File: config.mk
export PLATFORM = sky130hd
export DESIGN_NAME = rkst_front
export DESIGN_NICKNAME = d
export VERILOG_FILES = /design/src/sv/rkst_pkg.sv /design/src/sv/rkst_front.sv
export SDC_FILE = /design/constraint.sdc
export NUM_CORES = 1
export LEC_CHECK = 0
export ABC_CLOCK_PERIOD_IN_PS = 4850
export BUFFER_PORTS_ARGS = -buffer_cell sky130_fd_sc_hd__buf_2
export CAP_MARGIN = 5
export CORE_MARGIN = 3
export CORE_UTILIZATION = 49
export DETAILED_ROUTE_END_ITERATION = 8
export PLACE_DENSITY = 0.82
export SKIP_LAST_GASP = 1
export SLEW_MARGIN = 20
export SYNTH_ARGS = -nofsm -noshare
export SYNTH_HDL_FRONTEND = slang
export SYNTH_SLANG_ARGS = --single-unit
export TNS_END_PERCENT = 30
File: constraint.sdc
create_clock -name clk -period 4.85 [get_ports clk]
set_input_delay 0.7275 -clock clk [delete_from_list [all_inputs] [get_ports clk]]
set_output_delay 0.7275 -clock clk [all_outputs]
set_load 0.005 [all_outputs]
File: src/sv/rkst_pkg.sv
// rkst_pkg: shared constants, types and codes for the keyed slot table
// used by rkst_front, rkst_back and refcounted_keyed_slot_table_core
`default_nettype none

package rkst_pkg;

    localparam int SLOTS      = 64;
    localparam int REF_BITS   = 16;
    localparam int KEY_W      = 52;
    localparam int SLOT_IN_W  = 6;
    localparam int REFS_OUT_W = 16;
    localparam int SLOT_W     = (SLOTS > 1) ? $clog2(SLOTS) : 1;
    localparam int QDEPTH     = 2;
    localparam int QPTR_W     = (QDEPTH > 1) ? $clog2(QDEPTH) : 1;
    localparam int QCNT_W     = $clog2(QDEPTH + 1);

    typedef logic [KEY_W-1:0]      key_t;
    typedef logic [SLOT_W-1:0]     slot_t;
    typedef logic [SLOT_IN_W-1:0]  slot_in_t;
    typedef logic [REF_BITS-1:0]   refs_t;
    typedef logic [REFS_OUT_W-1:0] refs_out_t;

    localparam refs_t REF_MAX = {REF_BITS{1'b1}};
    localparam slot_t SLOT_LAST = slot_t'(SLOTS - 1);

    typedef enum logic {
        OP_GET = 1'b0,
        OP_PUT = 1'b1
    } op_t;

    typedef enum logic [1:0] {
        ST_OK       = 2'd0,
        ST_FULL     = 2'd1,
        ST_FREE_PUT = 2'd2,
        ST_OVERFLOW = 2'd3
    } status_t;

    typedef struct packed {
        op_t      op;
        key_t     key;
        slot_in_t slot_in;
    } req_t;

    typedef struct packed {
        status_t   status;
        slot_in_t  slot_out;
        refs_out_t refs;
        logic      created;
        logic      released;
    } res_t;

    // classified request as held in the queue
    typedef struct packed {
        op_t      op;
        key_t     key;
        slot_in_t slot_in;
        logic     bad_slot;
    } item_t;

    typedef enum logic [2:0] {
        BK_IDLE,
        BK_SCAN,
        BK_TAIL,
        BK_PUT_RD,
        BK_PUT_EX
    } bk_state_t;

endpackage

`default_nettype wire

File: src/sv/rkst_front.sv
// rkst_front: request intake, slot range check and a short request queue
// depends on rkst_pkg
`default_nettype none

module rkst_front (
    input  wire logic          clk,
    input  wire logic          rst_n,
    input  wire logic          start,
    input  wire rkst_pkg::req_t request,
    output logic               busy,
    input  wire logic          pop,
    output logic               item_vld,
    output rkst_pkg::item_t    item
);
    import rkst_pkg::*;

    item_t              q_mem_reg [QDEPTH];
    logic [QPTR_W-1:0]  wr_ptr_reg, wr_ptr_next;
    logic [QPTR_W-1:0]  rd_ptr_reg, rd_ptr_next;
    logic [QCNT_W-1:0]  cnt_reg, cnt_next;
    logic               push;
    item_t              new_item;

    assign busy     = (cnt_reg == QCNT_W'(QDEPTH));
    assign push     = start && !busy;
    assign item_vld = (cnt_reg != '0);
    assign item     = q_mem_reg[rd_ptr_reg];

    always_comb
    begin
        new_item.op       = request.op;
        new_item.key      = request.key;
        new_item.slot_in  = request.slot_in;
        new_item.bad_slot = (32'(request.slot_in) >= SLOTS);
    end

    always_comb
    begin
        wr_ptr_next = wr_ptr_reg;
        rd_ptr_next = rd_ptr_reg;
        if (push)
        begin
            wr_ptr_next = (wr_ptr_reg == QPTR_W'(QDEPTH - 1)) ? '0 : wr_ptr_reg + 1'b1;
        end
        if (pop)
        begin
            rd_ptr_next = (rd_ptr_reg == QPTR_W'(QDEPTH - 1)) ? '0 : rd_ptr_reg + 1'b1;
        end
        case ({push, pop})
            2'b10:   cnt_next = cnt_reg + 1'b1;
            2'b01:   cnt_next = cnt_reg - 1'b1;
            default: cnt_next = cnt_reg;
        endcase
    end

    always_ff @(posedge clk or negedge rst_n)
    begin
        if (!rst_n)
        begin
            wr_ptr_reg <= '0;
            rd_ptr_reg <= '0;
            cnt_reg    <= '0;
        end
        else
        begin
            wr_ptr_reg <= wr_ptr_next;
            rd_ptr_reg <= rd_ptr_next;
            cnt_reg    <= cnt_next;
        end
    end

    always_ff @(posedge clk)
    begin
        if (push)
        begin
            q_mem_reg[wr_ptr_reg] <= new_item;
        end
    end

`ifndef ASSERT_OFF
    a_pop_nonempty: assert property (@(posedge clk) disable iff (!rst_n)
        pop |-> cnt_reg != '0)
        else $error("queue pop while empty");
    a_cnt_bound: assert property (@(posedge clk) disable iff (!rst_n)
        cnt_reg <= QCNT_W'(QDEPTH))
        else $error("queue count beyond depth");
`endif

endmodule

`default_nettype wire

Yosys cells after proc, flatten, opt, wreduce, memory -nomap -nowiden
Memory sizes are Yosys's and may differ from the RTL's.
Index checks and enable logic that the tools add are counted.
Word-level totals
  flip-flop bits (word level): 4
  bits in latches: 0
  RAM bits: 118
  bits in read-only memories: 0
  input bits: 63
  output and inout bits: 62
  word-level logic and storage cells: 20
  memories: 1
Memory list
  q_mem_reg: words 2, bits a word 59, read ports 1, clocked after memory_dff 0, write ports 1, line rkst_front.sv:17  | item_t q_mem_reg [QDEPTH];
Operators by class
  $add $sub $neg: 4
  $mul: 0
  div/mod/pow operators: 0
  order comparisons: 0
  equality and inequality tests: 3
  shift-type cells: 0
  multiplexer cells: 5
  bitwise logic cells: 0
  reduce and logical (&&, ||, !) cells: 4
Operators with widths (count)
  2-bit == test, second input constant: 2
  1-bit 2-to-1 mux: 4
  2-bit case mux with 2 select lines: 1
  2-bit nonzero test: 2
  1-bit adder, second input constant: 2
  2-bit by 1-bit adder with 2-bit output, second input constant: 1
  2-bit by 1-bit == test with 1-bit output, second input constant: 1
  2-bit by 1-bit subtractor with 2-bit output, second input constant: 1
  1-bit logical AND: 1
  1-bit logical NOT: 1

Logic depth before layout (Yosys ltp)
  word-level depth: 5
  depth in mapped cells: 6
  gate-level depth less buffers: 6

Worst setup path before layout
OpenSTA, ideal clock, no wires.
  path type: input to register
  start point: input start
  end point: memory q_mem_reg[0][0] (netlist bit) (enable)
  setup time: 0.476 ns
  arrival: 3.290 ns
  required time: 4.374 ns
  slack: 1.084 ns
  stages on the path: 2
  buffers on the path: 0
  cell sequence: nand2_1 > nor2_1
Between the ends
  cells in the longest elaborated chain, start to end: 3
RTL lines
  from (decl): line rkst_front.sv:8  | input wire logic start,
  1-bit logical AND: line rkst_front.sv:25  | assign push = start && !busy;
  1-bit 2-to-1 mux: line rkst_front.sv:74  | if (push)
  1-bit 2-to-1 mux (not written as such): line rkst_front.sv:76  | q_mem_reg[wr_ptr_reg] <= new_item;
  to (decl): line rkst_front.sv:17
Every way passes these cells.

==> metrics <==
run status=complete, no violations; Worst-path clk slew=0.06 ns; Arr. time, crit path=roughly 2 ns; ratio of cells with drive above 1 in the final layout=0.6197; Tightest Hold Check Type=primary input to register; Pins Over Slew Limit=0; Worst setup SP type=register; wirelength, routed=around 8000 µm; commonest non-fill, non-tap cell in the layout=buf_2; CP Max Fanout=41; Syn Inst Count=slightly above 200; max reg flops=roughly 120; DRT iter0 DRCs=slightly above 80; cell area after synthesis=~4800 µm²; Clock Path Buffers=2; std cell rows=35; vias in the first global route=about 2,500; remaining global-route overflow=0; endpoints failing setup=0; IO Pins=between 100 and 150; commonest non-fill, non-tap cells in the layout=buf_2 (123), edfxtp_1 (118), mux2_4 (59); clk_lat worst skew=between 0.5 and 0.6 ns; Final min period=roughly 2.7 ns; WS Path Type=register to primary output; die width=about 100 µm; Syn Area/Cell=about 23 µm²; final worst-path cycle share=0.5639; Final Skew=~0.014 ns; Placer Congestion=a little over 0.7; Lkg Pwr=approximately 2.5 nW; Layout fillers=657; Port Buffer Count=123; Sw Pwr=slightly below 0.001 W; post-route DRC violation count=0; DRT Pass-1 Iters=4; #FFs+latches synth=~120; max_slew headroom=0.5131; antenna-violating nets left=0; Setup Fix Bufs, Post-CTS=0; Global Route Usage Sum=0.1560; Worst Path Required=~4 ns; CTS tree=yes; H-tree depth=4; Mapped Nets=267; Hold Violations, Final=0; Core ar.=9328 µm²; Fmax achieved=around 370 MHz; CP endpoint kind=primary output; Comb pwr share=0.267; Setup TNS Final=0 ns; largest net degree at the start of global routing=61; Die Footprint=around 11,000 µm²; Core Util, Final=0.6541; Yosys cell types=16; CTS Root Cell=clkbuf_8; Seq/Total Area, Yosys=0.7651; Initial Util=0.5105; Ys Warns=0; CTS Sinks=around 120; Area growth syn-to-layout=28.11%; worst-margin pin slew=roughly 0.73 ns; initial antenna violation count=2; max cap viols=0; sequential power share=0.403; nets@finish=a little over 400; Die Y=~100 µm; via count of the routed design=2,308; first-pass GRT wire length=between 10,000 and 15,000 µm; DPL Wire Length=5073 µm; Inserted Clock Buffers=17; RSZ-0062 raised after global routing=no; vias per cell=between 4 and 5; clock power share=0.329; PD cells=approximately 630 nW/µm²; worst vdd ir=~290 µV; switch share=0.2565; total power draw=between 0.003 and 0.004 W; P_int=around 0.0029 W; WL/cell=between 15 and 20 µm
## power by group through the flow
| stage | Clock [W] | Combinational (W) | Sequential [W] |
|---|---|---|---|
| after floorplan | 0 | 0.000811 | 0.00153 |
| after global placement | 0 | 0.000926 | 0.00166 |
| after detailed placement | 0 | 0.000950 | 0.00167 |
| after CTS | 0.00130 | 0.000958 | 0.00166 |
| after global routing | 0.00136 | 0.00112 | 0.00159 |
| final | 0.00128 | 0.00103 | 0.00156 |
## kinds of logic (layout without fill, tap and decap cells)
| family | Yosys count | after routing | share of synthesized area |
|---|---|---|---|
| adders and majority gates | 1 | 1 | 0.002627 |
| muxes | 59 | 59 | 0.1860 |
| xor gates and xnor gates | 5 | 5 | 0.009198 |
| other | 1 | 2 | 0.0007875 |
| and+or+nand+nor | 6 | 6 | 0.006308 |
| DFF | 122 | 122 | 0.7651 |
| buffers and inverters | 9 | 161 | 0.02995 |
## layout make-up
class                           count  area, µm²  share of cell area
Inverter                            1      3.754           0.0006153
Tap cell                          129      161.4             0.02646
Antenna cell                        1      2.502           0.0004102
Clock buffer                       18      417.9             0.06850
Multi-Input combinational cell     72      984.7              0.1614
Sequential cell                   122       3647              0.5978
Timing Repair Buffer              128      688.2              0.1128
Clock inverter                     14      195.2             0.03199
## Yosys cell counts
master	number	area, µm²
edfxtp_1	118	3543
mux2_4	59	885.9
buf_12	6	120.1
dfrtp_1	4	100.1
xnor2_1	3	26.28
nor2_1	2	7.510
xor2_1	2	17.52
and3_1	1	6.260
buf_4	1	7.510
buf_6	1	11.26
conb_1	1	3.750
ha_1	1	12.51
inv_1	1	3.750
nand2_1	1	3.750
nand2b_1	1	6.260
or2_2	1	6.260
## stage by stage
stage                     setup WS [ns]  cells  hold WS, ns  area, µm²
after CTS                         1.879    483       0.3850       6071
after detailed placement          2.435    450       0.4898       5448
final                             2.115    485       0.4059       6101
after global placement            2.200    449       0.4742       5428
after floorplan                   1.084    203       0.4319       4762
after global routing              2.027    485       0.3797       6101
## worst paths after layout
kind | depth (start not counted) | slack (ns) | to | start
min in group asynchronous | 2 | 0.56 | wr_ptr_reg | rst_n
min reg2reg | 1 | 0.51 | cnt_reg[1] | cnt_reg[1]
min | 1 | 0.41 | q_mem_reg[1][15] | request[15]
max in group asynchronous | 2 | 4.15 | rd_ptr_reg | rst_n
max | 3 | 2.12 | item[48] | rd_ptr_reg
max reg2reg | 3 | 2.69 | q_mem_reg[1][40] | cnt_reg[0]
## critical path: stages, from the launching register on
cell and delay, ns:
dfrtp_4 0.68, buf_16 0.34, mux2_4 0.34, buf_2 0.13
## timing repair
item	in CTS	in global routing
hold buffers	1	0
resized for setup	0	0
endpoints found under the hold margin	2	0
## per-layer routing
layer | track usage | up-vias | part of all wire
li1 | - | 1077 | -
met1 | 0.1835 | 1133 | 0.40
met2 | 0.2523 | 84 | 0.51
met3 | 0.07103 | 12 | 0.075
met4 | 0.05904 | 2 | 0.011
met5 | 0 | - | 0.0022
Note: power is estimated with default switching activity, not from simulation.
